**src/sv/crs_pkg.sv**
```systemverilog
// crs_pkg: widths, opcodes and derived sizes for the circle rasterizer core
// no dependencies; imported by circle_sqrt_rasterizer_core
package crs_pkg;

  localparam int CoordWidth = 10;
  localparam int DiffWidth  = CoordWidth + 1;
  localparam int R2Width    = 2 * CoordWidth + 1;
  localparam int RootWidth  = CoordWidth + 1;
  localparam int ColWidth   = CoordWidth + 1;
  localparam int NshWidth   = 2 * RootWidth;
  localparam int RemWidth   = RootWidth + 1;
  localparam int PixWidth   = 12;
  localparam int SumWidth   = (CoordWidth + 3 > PixWidth) ? CoordWidth + 3 : PixWidth;
  localparam int CntWidth   = $clog2(RootWidth);
  localparam int PointWidth = 3;

  localparam logic OpLoad = 1'b0;
  localparam logic OpStep = 1'b1;

  localparam logic [PointWidth-1:0] LastPoint = PointWidth'(7);

endpackage

```
**src/sv/circle_sqrt_rasterizer_core.sv**
```systemverilog
// circle_sqrt_rasterizer_core: circle plotter using the explicit equation and eight-way symmetry
// load: squared radius from a serial shift-add squarer, one multiplier bit per cycle;
//   no new transfer is taken until both squares are summed
// step: bit-serial square root, then 8 points, one per cycle
//   while the output is not stalled; no new transfer is taken until the eighth point is loaded
// reset: asynchronous, clears every register, comes up idle with no circle loaded
module circle_sqrt_rasterizer_core import crs_pkg::*; (
  input  logic                         clk_i,
  input  logic                         rst_ni,
  input  logic                         in_valid_i,
  output logic                         in_stall_o,
  input  logic                         op_i,
  input  logic signed [CoordWidth-1:0] center_x_i,
  input  logic signed [CoordWidth-1:0] center_y_i,
  input  logic signed [CoordWidth-1:0] edge_x_i,
  input  logic signed [CoordWidth-1:0] edge_y_i,
  output logic                         out_valid_o,
  input  logic                         out_stall_i,
  output logic signed [PixWidth-1:0]   pixel_x_o,
  output logic signed [PixWidth-1:0]   pixel_y_o,
  output logic                         last_o,
  output logic                         done_res_o
);

  typedef enum logic [1:0] {
    ST_IDLE,
    ST_LOAD,
    ST_SQRT,
    ST_EMIT
  } state_e;

  state_e                         state_q;
  logic                           active_q;
  logic                           phase_q;
  logic                           done_q;
  logic [CntWidth-1:0]            cnt_q;
  logic [PointWidth-1:0]          k_q;
  logic signed [CoordWidth-1:0]   cx_q, cy_q;
  logic [R2Width-1:0]             r2_q;
  logic [ColWidth-1:0]            col_q;
  logic [R2Width-1:0]             xx_q;
  logic [R2Width-1:0]             nxx_q;
  logic [R2Width-1:0]             mcand_q;
  logic [CoordWidth-1:0]          mplier_q;
  logic [CoordWidth-1:0]          ymag_q;
  logic [RootWidth-1:0]           root_q;
  logic [RemWidth-1:0]            rem_q;
  logic [NshWidth-1:0]            nsh_q;
  logic                           out_valid_q;
  logic signed [PixWidth-1:0]     pixel_x_q, pixel_y_q;
  logic                           last_q, done_res_q;

  logic                           in_xfer;
  logic                           out_load;
  logic signed [DiffWidth-1:0]    dx, dy;
  logic [DiffWidth-1:0]           dx_abs, dy_abs;
  logic [R2Width-1:0]             n_rem;
  logic [R2Width:0]               nxx_wide;
  logic [RemWidth+1:0]            rem_t, trial;
  logic                           take;
  logic [RootWidth-1:0]           u, v;
  logic signed [SumWidth-1:0]     a_ext, b_ext, u_ext, v_ext, sum_x, sum_y;

  assign in_stall_o = (state_q != ST_IDLE);
  assign in_xfer    = in_valid_i && !in_stall_o;
  assign out_load   = (state_q == ST_EMIT) && (!out_valid_q || !out_stall_i);

  // absolute differences for the squarer
  assign dx     = DiffWidth'(edge_x_i) - DiffWidth'(center_x_i);
  assign dy     = DiffWidth'(edge_y_i) - DiffWidth'(center_y_i);
  assign dx_abs = dx[DiffWidth-1] ? DiffWidth'(-dx) : DiffWidth'(dx);
  assign dy_abs = dy[DiffWidth-1] ? DiffWidth'(-dy) : DiffWidth'(dy);

  // column bookkeeping, (x+1)^2 = x^2 + 2x + 1
  assign n_rem    = r2_q - xx_q;
  assign nxx_wide = (R2Width+1)'(xx_q) + (R2Width+1)'({col_q, 1'b1});

  // one root bit per cycle
  assign rem_t = {rem_q, nsh_q[NshWidth-1 -: 2]};
  assign trial = (RemWidth+2)'({root_q, 2'b01});
  assign take  = (rem_t >= trial);

  // symmetric point selection
  assign u     = k_q[0] ? root_q : RootWidth'(col_q);
  assign v     = k_q[0] ? RootWidth'(col_q) : root_q;
  assign a_ext = SumWidth'(cx_q);
  assign b_ext = SumWidth'(cy_q);
  assign u_ext = SumWidth'(u);
  assign v_ext = SumWidth'(v);
  assign sum_x = k_q[2] ? a_ext - u_ext : a_ext + u_ext;
  assign sum_y = (k_q[2] ^ k_q[1]) ? b_ext - v_ext : b_ext + v_ext;

  always_ff @(posedge clk_i or negedge rst_ni) begin
    if (!rst_ni) begin
      state_q     <= ST_IDLE;
      active_q    <= 1'b0;
      phase_q     <= 1'b0;
      done_q      <= 1'b0;
      cnt_q       <= '0;
      k_q         <= '0;
      cx_q        <= '0;
      cy_q        <= '0;
      r2_q        <= '0;
      col_q       <= '0;
      xx_q        <= '0;
      nxx_q       <= '0;
      mcand_q     <= '0;
      mplier_q    <= '0;
      ymag_q      <= '0;
      root_q      <= '0;
      rem_q       <= '0;
      nsh_q       <= '0;
      out_valid_q <= 1'b0;
      pixel_x_q   <= '0;
      pixel_y_q   <= '0;
      last_q      <= 1'b0;
      done_res_q  <= 1'b0;
    end else begin
      if (out_load) begin
        out_valid_q <= 1'b1;
      end else if (!out_stall_i) begin
        out_valid_q <= 1'b0;
      end

      case (state_q)
        ST_IDLE: begin
          if (in_xfer && op_i == OpLoad) begin
            cx_q     <= center_x_i;
            cy_q     <= center_y_i;
            r2_q     <= '0;
            mcand_q  <= R2Width'(dx_abs[CoordWidth-1:0]);
            mplier_q <= dx_abs[CoordWidth-1:0];
            ymag_q   <= dy_abs[CoordWidth-1:0];
            phase_q  <= 1'b0;
            active_q <= 1'b0;
            cnt_q    <= CntWidth'(CoordWidth - 1);
            state_q  <= ST_LOAD;
          end else if (in_xfer && op_i == OpStep && active_q) begin
            nsh_q   <= NshWidth'(n_rem);
            done_q  <= (nxx_wide > (R2Width+1)'(r2_q));
            nxx_q   <= nxx_wide[R2Width-1:0];
            root_q  <= '0;
            rem_q   <= '0;
            cnt_q   <= CntWidth'(RootWidth - 1);
            state_q <= ST_SQRT;
          end
        end

        ST_LOAD: begin
          if (mplier_q[0]) begin
            r2_q <= r2_q + mcand_q;
          end
          mcand_q  <= {mcand_q[R2Width-2:0], 1'b0};
          mplier_q <= mplier_q >> 1;
          cnt_q    <= cnt_q - 1'b1;
          if (cnt_q == '0) begin
            if (!phase_q) begin
              phase_q  <= 1'b1;
              mcand_q  <= R2Width'(ymag_q);
              mplier_q <= ymag_q;
              cnt_q    <= CntWidth'(CoordWidth - 1);
            end else begin
              active_q <= 1'b1;
              col_q    <= '0;
              xx_q     <= '0;
              state_q  <= ST_IDLE;
            end
          end
        end

        ST_SQRT: begin
          nsh_q  <= {nsh_q[NshWidth-3:0], 2'b00};
          rem_q  <= take ? RemWidth'(rem_t - trial) : rem_t[RemWidth-1:0];
          root_q <= {root_q[RootWidth-2:0], take};
          cnt_q  <= cnt_q - 1'b1;
          if (cnt_q == '0) begin
            k_q     <= '0;
            state_q <= ST_EMIT;
          end
        end

        ST_EMIT: begin
          if (out_load) begin
            pixel_x_q  <= sum_x[PixWidth-1:0];
            pixel_y_q  <= sum_y[PixWidth-1:0];
            last_q     <= (k_q == LastPoint);
            done_res_q <= done_q;
            k_q        <= k_q + 1'b1;
            if (k_q == LastPoint) begin
              state_q <= ST_IDLE;
              if (done_q) begin
                active_q <= 1'b0;
                col_q    <= '0;
              end else begin
                col_q <= col_q + 1'b1;
                xx_q  <= nxx_q;
              end
            end
          end
        end

        default: begin
          state_q <= ST_IDLE;
        end
      endcase
    end
  end

  assign out_valid_o = out_valid_q;
  assign pixel_x_o   = pixel_x_q;
  assign pixel_y_o   = pixel_y_q;
  assign last_o      = last_q;
  assign done_res_o  = done_res_q;

  a_emit_active: assert property (@(posedge clk_i) disable iff (!rst_ni)
    (state_q == ST_EMIT) |-> active_q)
    else $error("emitting points without an active circle");

  a_col_in_range: assert property (@(posedge clk_i) disable iff (!rst_ni)
    (state_q == ST_EMIT) |-> (xx_q <= r2_q))
    else $error("column squared exceeds squared radius");

  a_load_starts: assert property (@(posedge clk_i) disable iff (!rst_ni)
    (in_xfer && op_i == OpLoad) |=> (state_q == ST_LOAD && !active_q))
    else $error("load transfer did not start the squarer");

  a_sqrt_ends: assert property (@(posedge clk_i) disable iff (!rst_ni)
    (state_q == ST_SQRT && cnt_q == '0) |=> (state_q == ST_EMIT && k_q == '0))
    else $error("root iteration did not hand over to point output");

  a_last_point: assert property (@(posedge clk_i) disable iff (!rst_ni)
    (out_load && k_q == LastPoint) |=> (state_q == ST_IDLE && last_o && out_valid_o))
    else $error("eighth point not flagged as last");

endmodule

```
**config.mk**
```make
export PLATFORM = sky130hd
export DESIGN_NAME = circle_sqrt_rasterizer_core
export DESIGN_NICKNAME = d
export VERILOG_FILES = /design/src/sv/crs_pkg.sv /design/src/sv/circle_sqrt_rasterizer_core.sv
export SDC_FILE = /design/constraint.sdc
export NUM_CORES = 1
export LEC_CHECK = 0
export BUFFER_PORTS_ARGS = -buffer_cell sky130_fd_sc_hd__buf_2
export CORE_MARGIN = 2
export CORE_UTILIZATION = 39
export DETAILED_ROUTE_END_ITERATION = 7
export GPL_TIMING_DRIVEN = 0
export SETUP_SLACK_MARGIN = 0.02
export SLEW_MARGIN = 25
export SYNTH_ARGS = -nofsm -noshare
export SYNTH_HDL_FRONTEND = slang
export SYNTH_SLANG_ARGS = --single-unit
```
**constraint.sdc**
```tcl
create_clock -name clk_i -period 3.7 [get_ports clk_i]
set_clock_uncertainty 0.1 [all_clocks]
set_input_delay 0.185 -clock clk_i [delete_from_list [all_inputs] [get_ports clk_i]]
set_output_delay 0.185 -clock clk_i [all_outputs]
set_load 0.01 [all_outputs]
```
* Yosys cells after proc, flatten, opt, wreduce, memory -nomap -nowiden
Cells that the tools add are included.
** Storage, ports and cells
- Flip-flop bits (word level) :: 219
- Input port bits :: 45
- Output and inout port bits :: 28
- Word-level logic and storage cells :: 157
** Operators by class
- Add/sub/neg operators :: 15
- Order comparisons :: 2
- Equal/unequal tests :: 17
- Muxes and demuxes :: 66
- Bitwise gates (word level) :: 3
- Reductions and logical operators :: 31
** Operator list (count)
- two-way mux 21 bit :: 10
- one-hot mux 21 bit (2 select lines) :: 3
- two-way mux 11 bit :: 9
- two-way mux 12 bit :: 5
- two-way mux 10 bit :: 5
- two-way mux 22 bit :: 2
- one-hot mux 11 bit (2 select lines) :: 2
- one-hot mux 22 bit (2 select lines) :: 1
- adder 10 x 12 -> 12 bit :: 2
- one-hot mux 12 bit (2 select lines) :: 1
- subtractor 10 x 12 -> 12 bit :: 2
- adder 21 x 12 -> 22 bit :: 1
- greater-than comparator 22 x 21 -> 1 bit :: 1
- subtractor 10 x 10 -> 11 bit :: 2
- adder 21 bit :: 1
- subtractor 21 bit :: 1
- != test 2 bit, second input constant :: 10
- negation 10 bit :: 2
- one-hot mux 10 bit (2 select lines) :: 1
- two-way mux 4 bit :: 4
- AND reduction 3 bit :: 5
- >= comparator 14 x 13 -> 1 bit :: 1
- two-way mux 2 bit :: 7
- one-hot mux 4 bit (3 select lines) :: 1
- other kinds (28) :: 55

* Depth between registers and ports, before layout
Gate-level depths: netlist of run 1.
- Word-level depth :: 8
- Gate-level depth with buffers :: 15
- Gate-level depth less buffers :: 15

* Least setup slack after synthesis of run 1
No wires, ideal clock.
- Path kind :: flip-flop to flip-flop
- From :: register col_q[0]
- To :: register done_q
- Setup time :: 0.134 ns
- Data arrival time :: 3.531 ns
- Required time :: 3.466 ns
- Slack :: -0.064 ns
- Stages on the path, launching flop included :: 15
- Path buffers :: 0
- Clock period less this slack :: 3.764 ns
- Cell sequence :: dfrtp_1 fa_1 a21o_1 a21oi_1 o21bai_1 a41o_1 o41ai_2 xnor2_1 ha_1 nand4_1 nor2_1 a2111oi_0 o21ai_0 a2111oi_0 o21ai_0
** Between the ends
- Cells in the longest elaborated chain, start to end :: 2
** Ends and longest elaborated chain
- start, declared :: line circle_sqrt_rasterizer_core.sv:40 : logic [ColWidth-1:0] col_q;
- start signal, assigned :: line circle_sqrt_rasterizer_core.sv:195 : col_q <= col_q + 1'b1;
- adder 21 x 12 -> 22 bit :: line circle_sqrt_rasterizer_core.sv:76 : assign nxx_wide = (R2Width+1)'(xx_q) + (R2Width+1)'({col_q, 1'b1});
- net nxx_wide[12] :: line circle_sqrt_rasterizer_core.sv:58 : logic [R2Width:0] nxx_wide;
- greater-than comparator 22 x 21 -> 1 bit :: line circle_sqrt_rasterizer_core.sv:140 : done_q <= (nxx_wide > (R2Width+1)'(r2_q));
- end signal, assigned :: line circle_sqrt_rasterizer_core.sv:140
- end, declared :: line circle_sqrt_rasterizer_core.sv:35 : logic done_q;
The timed path passes the listed nets, and every way through them passes these cells.
A chain may end at the register's enable or synchronous reset.

* Final worst setup path of run 1
Same ends and word-level chain as after synthesis.

==> results of run 1 <==
## final cells by class
cell class | instances | area [um2] | area share, %
plain buffers | 62 | 275 | 1.54
clock buffers | 36 | 779 | 4.36
clock inverters | 12 | 90.1 | 0.504
inverters | 110 | 413 | 2.31
multi-input cells | 1361 | 9450 | 52.8
flip-flops and latches | 219 | 5490 | 30.7
well taps | 518 | 648 | 3.62
repair buffers | 109 | 743 | 4.16
## tightest hold or removal path, delay by kind of cell
| family | cells | cell delay (ns) |
|---|---|---|
| buffers and inverters | 2 | 0.15 |
| AOI/OAI and AO/OA | 1 | 0.10 |
| adders and majority gates | 1 | 0.19 |
## kinds of logic after synthesis
kind of cell | share of synthesized area [%]
buffers and inverters | 4.35
AOI/OAI and AO/OA | 20.9
xor gates and xnor gates | 7.88
adders and majority gates | 12.3
and+or+nand+nor | 15.8
muxes | 3.33
DFF | 35.5
## where the power goes
| group | switching [mW] | internal [mW] |
|---|---|---|
| logic | 6.14 | 4.48 |
| registers | 0.754 | 3.19 |
| clock network | 1.07 | 1.54 |
| total | 7.96 | 9.20 |
## worst max-delay path by stage
| stage | to | startpoint | depth (start not counted) |
|---|---|---|---|
| CTS | done_q$_DFFE_PN0P_ | xx_q[0]$_DFFE_PN0P_ | 13 |
| finish | done_q$_DFFE_PN0P_ | col_q[0]$_DFFE_PN0P_ | 16 |
| floorplan | done_q$_DFFE_PN0P_ | col_q[0]$_DFFE_PN0P_ | 14 |
| global placement | nsh_q[15]$_DFFE_PN0P_ | rst_ni | 1 |
| detailed placement | pixel_x_o[9]$_DFFE_PN0P_ | k_q[0]$_DFFE_PN0P_ | 13 |
| global route | done_q$_DFFE_PN0P_ | col_q[0]$_DFFE_PN0P_ | 15 |
## cell usage in the layout, fill, tap and decap left out, types with 14 or more instances in the layout
master / count
nand4_1: 19
clkbuf_16: 27
inv_1: 110
nand3_1: 52
nand2b_1: 17
dlygate4sd3_1: 22
a21o_1: 36
mux2_2: 19
a22o_1: 33
ha_1: 136
dfrtp_1: 213
o21ai_1: 50
a21oi_1: 116
a31oi_1: 24
nand2_1: 204
xnor2_1: 78
xor2_1: 55
o21a_1: 16
buf_4: 14
buf_2: 72
nor2b_1: 19
nor2_1: 106
mux2i_1: 28
clkbuf_1: 50
o21ai_0: 104
nor3_1: 39
## state kept, by name, summed over array words and instances (netlist names), 2 cells and up
| register | count |
|---|---|
| pixel_x_o | 12 |
| root_q | 11 |
| cx_q | 10 |
| k_q | 3 |
| r2_q | 21 |
| nsh_q | 22 |
| xx_q | 21 |
| cnt_q | 4 |
| cy_q | 10 |
| nxx_q | 21 |
| col_q | 11 |
| pixel_y_o | 12 |
| mplier_q | 10 |
| ymag_q | 10 |
| rem_q | 12 |
| state_q | 2 |
| mcand_q | 21 |
## routing by layer
metal  wire length [um]  part of all wire (%)
met1              20700                    49
met3               1510                   3.6
met4                914                   2.2
met5                  0                     0
met2              19200                    45
## per-stage QoR
step | TNS (ns) | cells
5_1_grt | -0.209 | 2427
6_report | -0.0302 | 2427
3_5_place_dp | -2.71 | 2344
3_3_place_gp | -344.68 | 2342
4_1_cts | -0.175 | 2420
2_1_floorplan | 0 | 1752
## repair_timing
| item | in CTS | in global routing |
|---|---|---|
| endpoints found under the setup margin | 11 | 11 |
| buffers inserted | 6 | 7 |
| gates resized for setup | 15 | 32 |
| hold buffers | 22 | 0 |
| endpoints found under the hold margin | 243 | 0 |
| pin swaps | 14 | 19 |
==> run metrics, run 1 <==
status complete, but fails checks; failing checks negative setup slack; most numerous cell in the Yosys netlist dfrtp_1; Core ar. 0.0388 mm2; Final #Nets 2083; number of synthesized flops with an enable pin 0; max cap viols 0; IO Port Bufs 72; chip height 203 um; Routed WL 42300 um; post-synthesis sequential area ratio 35.5%; required time of the critical path 4.01 ns; Synth top cells by count dfrtp_1, nand2_1, ha_1; synth warn 0; syn avg cell area 8.81 um2; Synth area leader dfrtp_1; filler instances 3708; vias in the first global route 12.8k; utilization after layout 46.1%; # diodes 0; RSZ-0062 raised after global routing true; Clock Sinks 219; antenna violations before repair 0; Netlist Area Pre-Place 0.0154 mm2; Hold Path Origin edge_y_i[0]; crit path launch type flip-flop; Cells after Synth 1752; most used cell, CP a21o_1; WP buf/inv 1; CTS tree yes; hpwl dp 32200 um; Die Area 0.0412 mm2; Routed Antenna Nets 0; asr flop ratio synth 100%; io pins 73; WL/cell 17.4 um; total gr overflow 0; met3 GRT Util 2.04%; CP delay by family, top compound AO/OA/AOI/OAI gates; Mapped Nets 1945; r2r startpoint col_q[0]$_DFFE_PN0P_; Clock Latency Late Sink 0.55 ns; hold path cells 4; reg2reg end done_q$_DFFE_PN0P_; reg-to-reg slack, setup -0.03 ns; Via Count 13.2k; starting density of the core 39.8%; Max Freq 0.268 GHz; Rel. slew slack 29.0%; Leak 8.30 nW; post-route cell area 0.0179 mm2; GRT Total Usage 20.4%; critical path endpoint category flip-flop; post-layout min period 3.73 ns; Post-synth top flop dfrtp_1; area share of the largest cell type after synthesis 35.5%; CTS Root Cell clkbuf_16; CP max stage cell dfrtp_2; crit-path cells fa_2 -> a21o_1 -> a21oi_2 -> o21bai_1 -> a41o_1 -> o41ai_4 -> buf_4 -> or3_4 -> xnor2_2 -> ha_2 -> a21o_1 -> a21o_1 -> a21oi_2 -> o21ai_1 -> a2111oi_2 -> o21ai_1; Seq cells post-synth 219; top area cells in the synthesized netlist dfrtp_1, ha_1, nand2_1, xnor2_1, a21oi_1; PwrDens 960 mW/mm2; period utilisation layout 101%; Min-Delay Path Class input pin to flip-flop; Critical Path Max Stage Delay 0.45 ns; H-Tree Depth 1; layout cell share with drive strength beyond 1 11.0%; R2R cell count 16; row cnt 72; Final Slew Violations 0; M1 GR Usage 29.3%; hold_ws 0.0296 ns; GP Congestion 0.870; Final Hold Fails 0; Die X 203 um; worst-path fanout max 3; total CTS buffers 27; largest net degree at the start of global routing 89; vias per inst 5.44; DRT iter0 DRCs 753; power consumption 17.2 mW; WHS Endpoint ymag_q[0]$_DFFE_PN0P_; Global Route met2 Usage 32.6%; Post-Place Setup Slack -0.445 ns; clk slew on worst S/H paths 0.06 ns; CTS max path bufs 3; Area Overhead vs Synth 15.8%; Final WS setup -0.0302 ns; synth unique cells 83; placed cell areas 0.0165 mm2; global-route wire length before repair 68100 um; first-pass iteration count of the detailed router 5; maximum vdd drop 0.000452 V; final-report setup violation count 1; DRC viols 0; Worst Tran Pin Value 1.06 ns; CP arrival 4.04 ns; CP Class flip-flop to flip-flop; Most Crowded Layer GR met2
Power figures use the tool's default switching activity.
==> run 2: changes to the inputs <==
--- a/config.mk
+++ b/config.mk
@@ -6,11 +6,13 @@
 export NUM_CORES = 1
 export LEC_CHECK = 0
 export BUFFER_PORTS_ARGS = -buffer_cell sky130_fd_sc_hd__buf_2
+export CORE_ASPECT_RATIO = 0.6
 export CORE_MARGIN = 2
 export CORE_UTILIZATION = 39
 export DETAILED_ROUTE_END_ITERATION = 7
 export GPL_TIMING_DRIVEN = 0
 export SETUP_SLACK_MARGIN = 0.02
+export SKIP_LAST_GASP = 1
 export SLEW_MARGIN = 25
 export SYNTH_ARGS = -nofsm -noshare
 export SYNTH_HDL_FRONTEND = slang
==> run 2 against run 1 <==
The flow still finishes with violations (negative setup slack); power up 2.5%; via count up 4.2%; cell count up 0.29%; clock-buffer cell count down 4; die area up 0.13%; setup slack worse by 0.082 ns; first-iteration DRC count up 64%; final area up 0.64%; fmax down 2.1%; wire length up 9.1%; register-to-register slack worse by 0.08 ns; critical path type unchanged.
==> run metrics, run 2 (synthesis results as in run 1) <==
status complete, but fails checks; failing checks negative setup slack; Via Count 13.7k (+4.2%); Die X 261 um (+29%); largest register by flop count nsh_q; worst-path fanout max 4 (+1); H-Tree Depth 1 (unchanged); critical path endpoint category flip-flop; clk slew on worst S/H paths 0.08 ns (+0.02 ns); Final WS setup -0.112 ns (-0.0818 ns); WL/cell 19.0 um (+8.8%); met3 GRT Util 5.96% (+3.9 points); final-report setup violation count 1 (unchanged); global-route wire length before repair 72800 um (+6.9%); CTS tree yes; R2R cell count 16 (unchanged); reg-to-reg slack, setup -0.11 ns (-0.08 ns); DRT iter0 DRCs 1233 (+64%); total CTS buffers 24 (-11%); RSZ-0062 raised after global routing true; antenna violations before repair 0 (unchanged); Hold Path Origin op_i; GRT Total Usage 22.4% (+2.1 points); Final Hold Fails 0 (unchanged); Most Crowded Layer GR met1; Routed Antenna Nets 0 (unchanged); DRC viols 0 (unchanged); most frequent cells in the layout dfrtp_1, nand2_1, ha_1; post-layout min period 3.81 ns (+0.0818 ns); CTS max path bufs 3 (unchanged); first-pass iteration count of the detailed router 5 (unchanged); max cap viols 0 (unchanged); Die Area 0.0412 mm2 (+0.13%); hpwl dp 35500 um (+10%); layout cell share with drive strength beyond 1 11.5% (+0.51 points); vias in the first global route 13.1k (+2.3%); Core ar. 0.0390 mm2 (+0.52%); power consumption 17.6 mW (+2.5%); Clock Latency Late Sink 0.55 ns (about the same); starting density of the core 39.6% (-0.20 points); r2r startpoint xx_q[1]$_DFFE_PN0P_; Area Overhead vs Synth 16.6%; Leak 8.34 nW (+0.45%); CP arrival 4.14 ns (+0.10 ns); period utilisation layout 103% (+2.2 points); hold path cells 3 (-1); io pins 73 (unchanged); filler instances 3733 (+0.67%); most common cell after layout, fill and taps aside dfrtp_1; required time of the critical path 4.02 ns (about the same); IO Port Bufs 72 (unchanged); row cnt 56 (-22%); WHS Endpoint ymag_q[6]$_DFFE_PN0P_; Routed WL 46200 um (+9.1%); largest net degree at the start of global routing 78 (-12%); Rel. slew slack 49.0% (+20 points); M1 GR Usage 35.9% (+6.6 points); Clock Sinks 219 (unchanged); total gr overflow 0 (unchanged); Min-Delay Path Class input pin to flip-flop; maximum vdd drop 0.000462 V (+2.4%); CP Class flip-flop to flip-flop; crit path launch type flip-flop; PwrDens 978 mW/mm2 (+1.9%); CTS Root Cell clkbuf_16; max reg flops 22 (unchanged); reg2reg end done_q$_DFFE_PN0P_; vias per inst 5.65 (+3.9%); Worst Tran Pin Value 0.764 ns (-0.297 ns); Max Freq 0.262 GHz (-2.1%); # diodes 0 (unchanged); Global Route met2 Usage 29.6% (-3.0 points); Final #Nets 2087 (+0.19%); GP Congestion 0.920 (+5.8%); Final Slew Violations 0 (unchanged); chip height 158 um (-22%); utilization after layout 46.1% (+0.055 points)
-- run 2: per-layer routing --
layer / routed length (um) / share of wire, %
met5: 0 / 0
met4: 495 / 1.1
met2: 17300 / 37
met1: 24100 / 52
met3: 4330 / 9.4
-- run 2: worst max-delay path by stage --
stage                               from                      end  slack, ns  cells past startpoint
floorplan           col_q[0]$_DFFE_PN0P_       done_q$_DFFE_PN0P_       0.05                     14
global placement                  rst_ni  mcand_q[13]$_DFFE_PN0P_      -1.59                      1
detailed placement  col_q[0]$_DFFE_PN0P_       done_q$_DFFE_PN0P_      -0.60                     15
CTS                 col_q[1]$_DFFE_PN0P_       done_q$_DFFE_PN0P_      -0.10                     15
global route         xx_q[1]$_DFFE_PN0P_       done_q$_DFFE_PN0P_      -0.27                     14
finish               xx_q[1]$_DFFE_PN0P_       done_q$_DFFE_PN0P_      -0.11                     16
-- run 2: timing repair --
action / in CTS / in global routing
hold endpoints to repair: 92 / 0
pin swaps: 8 / 22
buffers inserted: 7 / 8
hold buffers: 27 / 0
gates resized for setup: 21 / 42
endpoints found under the setup margin: 11 / 10
-- run 2: report_power, final --
| part | switching (mW) | internal (mW) | leakage [nW] |
|---|---|---|---|
| registers | 0.857 | 3.18 | 2.82 |
| clock network | 1.09 | 1.50 | 0.407 |
| logic | 6.41 | 4.56 | 5.11 |
| total | 8.36 | 9.24 | 8.34 |
-- run 2: layout make-up --
| class | instances | area [um2] | area share, % |
|---|---|---|---|
| multi-input combinational | 1361 | 9510 | 52.8 |
| sequential | 219 | 5490 | 30.5 |
| timing repair buffer | 116 | 812 | 4.51 |
| clock buffer | 32 | 712 | 3.96 |
| tap | 522 | 653 | 3.63 |
| inverter | 110 | 413 | 2.29 |
| buffer | 62 | 279 | 1.55 |
| clock inverter | 12 | 138 | 0.765 |
-- run 2: worst max-delay path: stages, from the launching register on --
cell and delay, ns:
dfrtp_2 0.44, fa_2 0.41, a21o_1 0.18, a21oi_2 0.18
o21bai_1 0.13, a41o_1 0.30, o41ai_4 0.23, buf_4 0.19
buf_6 0.09, nor2_2 0.04, xnor2_2 0.15, ha_1 0.33
a21o_1 0.20, a21oi_2 0.17, o21ai_2 0.09, a2111oi_2 0.36
o21ai_1 0.11
-- run 2: per-stage QoR --
stage	instance area, um2	setup TNS [ns]	hold WS (ns)	setup WS, ns	instances
global route	18000	-0.273	0.113	-0.273	2434
floorplan	15500	0	-0.211	0.0531	1752
global placement	16500	-342.22	0.359	-1.59	2346
detailed placement	16500	-3.26	0.0964	-0.601	2348
finish	18000	-0.112	0.0770	-0.112	2434
CTS	17800	-0.135	0.0691	-0.105	2426
==> run 3: changes to the inputs <==
--- a/config.mk
+++ b/config.mk
@@ -5,8 +5,9 @@
 export SDC_FILE = /design/constraint.sdc
 export NUM_CORES = 1
 export LEC_CHECK = 0
+export ABC_AREA = 0
 export BUFFER_PORTS_ARGS = -buffer_cell sky130_fd_sc_hd__buf_2
-export CORE_ASPECT_RATIO = 0.6
+export CORE_ASPECT_RATIO = 0.8
 export CORE_MARGIN = 2
 export CORE_UTILIZATION = 39
 export DETAILED_ROUTE_END_ITERATION = 7
==> run 3 against run 2 <==
The run still ends with negative setup slack left; sequential share of layout area barely moved; wire length fell by 6.4%; non-clock buffer count did not move; critical path depth fell by 1; final area barely moved; highest routed layer unchanged.
==> run metrics, run 3 (synthesis results as in run 1) <==
Gate power share 61.5% (-0.8 points); PwrDens 962 mW/mm2 (-1.6%); Clock Sinks 219 (unchanged); Clock Latency Late Sink 0.57 ns (+0.02 ns); max reg flops 22 (unchanged); maximum vdd drop 0.000420 V (-9.2%); power share of the clock group 15.6% (+0.9 points); failing checks negative setup slack; total CTS buffers 26 (+8.3%); layout cell share with drive strength beyond 1 11.1% (-0.38 points); # diodes 0 (unchanged); CP Class flip-flop to flip-flop; vias in the first global route 12.9k (-1.2%); Final WS setup -0.168 ns (-0.0558 ns); CP arrival 4.21 ns (+0.07 ns); most common cell after layout, fill and taps aside dfrtp_1; RSZ-0062 raised after global routing true; WP buf/inv 0 (-2); Pint 9.27 mW (+0.31%); Final Slew Violations 0 (unchanged); H-Tree Depth 1 (unchanged); DRC viols 0 (unchanged); Total Neg Setup Slack -0.168 ns (-0.0558 ns); Rel. slew slack 33.2% (-16 points); most frequent cells in the layout dfrtp_1, nand2_1, ha_1; final-report setup violation count 1 (unchanged); critical path endpoint category flip-flop; Min-Delay Path Class input pin to flip-flop; IO Port Bufs 72 (unchanged); Worst Tran Pin Value 0.998 ns (+0.233 ns); crit path launch type flip-flop; DRT iter0 DRCs 923 (-25%); max cap viols 0 (unchanged); CP max stage cell dfrtp_2; Core ar. 0.0392 mm2 (+0.44%); Max Freq 0.259 GHz (-1.4%); status complete, but fails checks; antenna violations before repair 0 (unchanged); chip height 182 um (+15%); sequential share of power 22.9% (about the same); worst-path fanout max 3 (-1); Die Area 0.0412 mm2 (-0.10%); Critical Path Max Stage Delay 0.45 ns (about the same); CP delay by family, top compound AO/OA/AOI/OAI gates; starting density of the core 39.4% (-0.17 points); Final Hold Fails 0 (unchanged); CTS Root Cell clkbuf_16; post-layout min period 3.87 ns (+0.0558 ns); Post-Place Setup Slack -0.679 ns (-0.0780 ns); total gr overflow 0 (unchanged); CTS max path bufs 3 (unchanged); largest register by flop count nsh_q; io pins 73 (unchanged); largest net degree at the start of global routing 83 (+6.4%); hpwl dp 32800 um (-7.6%); clk slew on worst S/H paths 0.06 ns (-0.02 ns); Routed WL 43200 um (-6.4%); period utilisation layout 105% (+1.5 points); CTS tree yes; filler instances 3794 (+1.6%); crit-path cells ha_4 -> a21oi_4 -> o211ai_1 -> o211ai_1 -> nand2_1 -> a21o_1 -> a211oi_2 -> nor3_2 -> ha_1 -> a21o_1 -> a21o_1 -> a2111oi_4 -> o21ai_1 -> a2111oi_2 -> o21ai_1; required time of the critical path 4.05 ns (+0.03 ns); global-route wire length before repair 69800 um (-4.1%); Leak 8.35 nW (+0.14%); GRT Total Usage 21.1% (-1.3 points); Layout Cells excl Fill 2451 (+0.70%); most used cell, CP a21o_1; Via Count 13.3k (-2.9%); Final #Nets 2089 (+0.096%); Area Overhead vs Synth 16.5% (about the same); Die X 226 um (-13%); row cnt 65 (+16%); Routed Antenna Nets 0 (unchanged); vias per inst 5.45 (-3.5%); first-pass iteration count of the detailed router 6 (+1); net switching power 8.03 mW (-3.9%); switching portion of total power 46.4% (-1.1 points); placed cell count 2362 (+0.60%); WL/cell 17.6 um (-7.1%); GP Congestion 0.876 (-4.8%)
==> run 3: cell count changes in the layout (fill, tap and decap cells not counted), moves of 2 or more <==
cell,before,now
buf_4,16,21
clkinvlp_4,4,0
mux2i_1,27,29
mux2i_4,3,0
dlygate4sd3_1,27,23
clkbuf_8,7,5
clkbuf_1,48,50
xnor2_2,4,1
clkinv_2,2,6
xnor2_1,75,78
buf_6,3,1
==> run 3: final cells by class <==
cell class | instances | area [um2] | area share (%)
Clock buffer | 33 | 717 | 3.99
Tap cell | 536 | 671 | 3.73
Timing Repair Buffer | 116 | 798 | 4.44
Clock inverter | 14 | 185 | 1.03
Buffer | 62 | 275 | 1.53
Sequential cell | 219 | 5490 | 30.5
Multi-Input combinational cell | 1361 | 9440 | 52.5
Inverter | 110 | 413 | 2.30
==> run 3: path summary, 6_finish.rpt <==
check,start,to,slack [ns],cells after the start
max,col_q[0]$_DFFE_PN0P_,done_q$_DFFE_PN0P_,-0.17,15
min,edge_y_i[1],ymag_q[1]$_DFFE_PN0P_,0.08,4
max reg2reg,col_q[0]$_DFFE_PN0P_,done_q$_DFFE_PN0P_,-0.17,15
min reg2reg,pixel_x_o[2]$_DFFE_PN0P_,pixel_x_o[2]$_DFFE_PN0P_,0.38,2
max in group asynchronous,rst_ni,nxx_q[20]$_DFFE_PN0P_,2.55,3
min in group asynchronous,rst_ni,rem_q[10]$_DFFE_PN0P_,0.11,2
==> run 3: repair_timing <==
item / 4_1_cts / 5_1_grt
endpoints found under the hold margin: 97 / 0
gates resized for setup: 23 / 27
buffers inserted: 16 / 3
pin swaps: 19 / 12
hold buffers: 23 / 0
setup endpoints to repair: 11 / 11
==> run 3: through the flow <==
| step | area (um2) | utilization, % | hold WS (ns) | total power, mW |
|---|---|---|---|---|
| floorplan | 15500 | - | -0.211 | 11.7 |
| global placement | 16500 | 42.1 | 0.332 | 14.1 |
| detailed placement | 16600 | 42.2 | 0.116 | 14.3 |
| CTS | 17900 | 45.6 | 0.0481 | 17.2 |
| global route | 18000 | 45.9 | 0.0992 | 18.8 |
| finish | 18000 | 45.9 | 0.0768 | 17.3 |
==> run 3: worst register-to-register path, stage by stage (launching register included) <==
cell       delay, ns
dfrtp_2         0.45
ha_4            0.26
a21oi_4         0.15
o211ai_1        0.16
o211ai_1        0.35
nand2_1         0.13
a21o_1          0.19
a211oi_2        0.24
nor3_2          0.09
ha_1            0.32
a21o_1          0.17
a21o_1          0.20
a2111oi_4       0.34
o21ai_1         0.13
a2111oi_2       0.38
o21ai_1         0.09
==> run 3: power by group through the flow <==
stage	combinational, mW	clock [mW]	sequential [mW]
after CTS	10.5	2.75	3.93
final	10.6	2.70	3.96
after global routing	12.0	2.84	4.05
after floorplan	7.94	0	3.72
after detailed placement	10.3	0	3.97
after global placement	10.2	0	3.96
==> run 3: layer usage <==
layer | up-vias | global-route usage, % | part of all wire (%)
li1 | 6573 | - | -
met5 | - | 0 | 0
met4 | 0 | 4.16 | 2.0
met2 | 294 | 30.0 | 41
met1 | 6422 | 33.0 | 52
met3 | 58 | 3.87 | 5.4
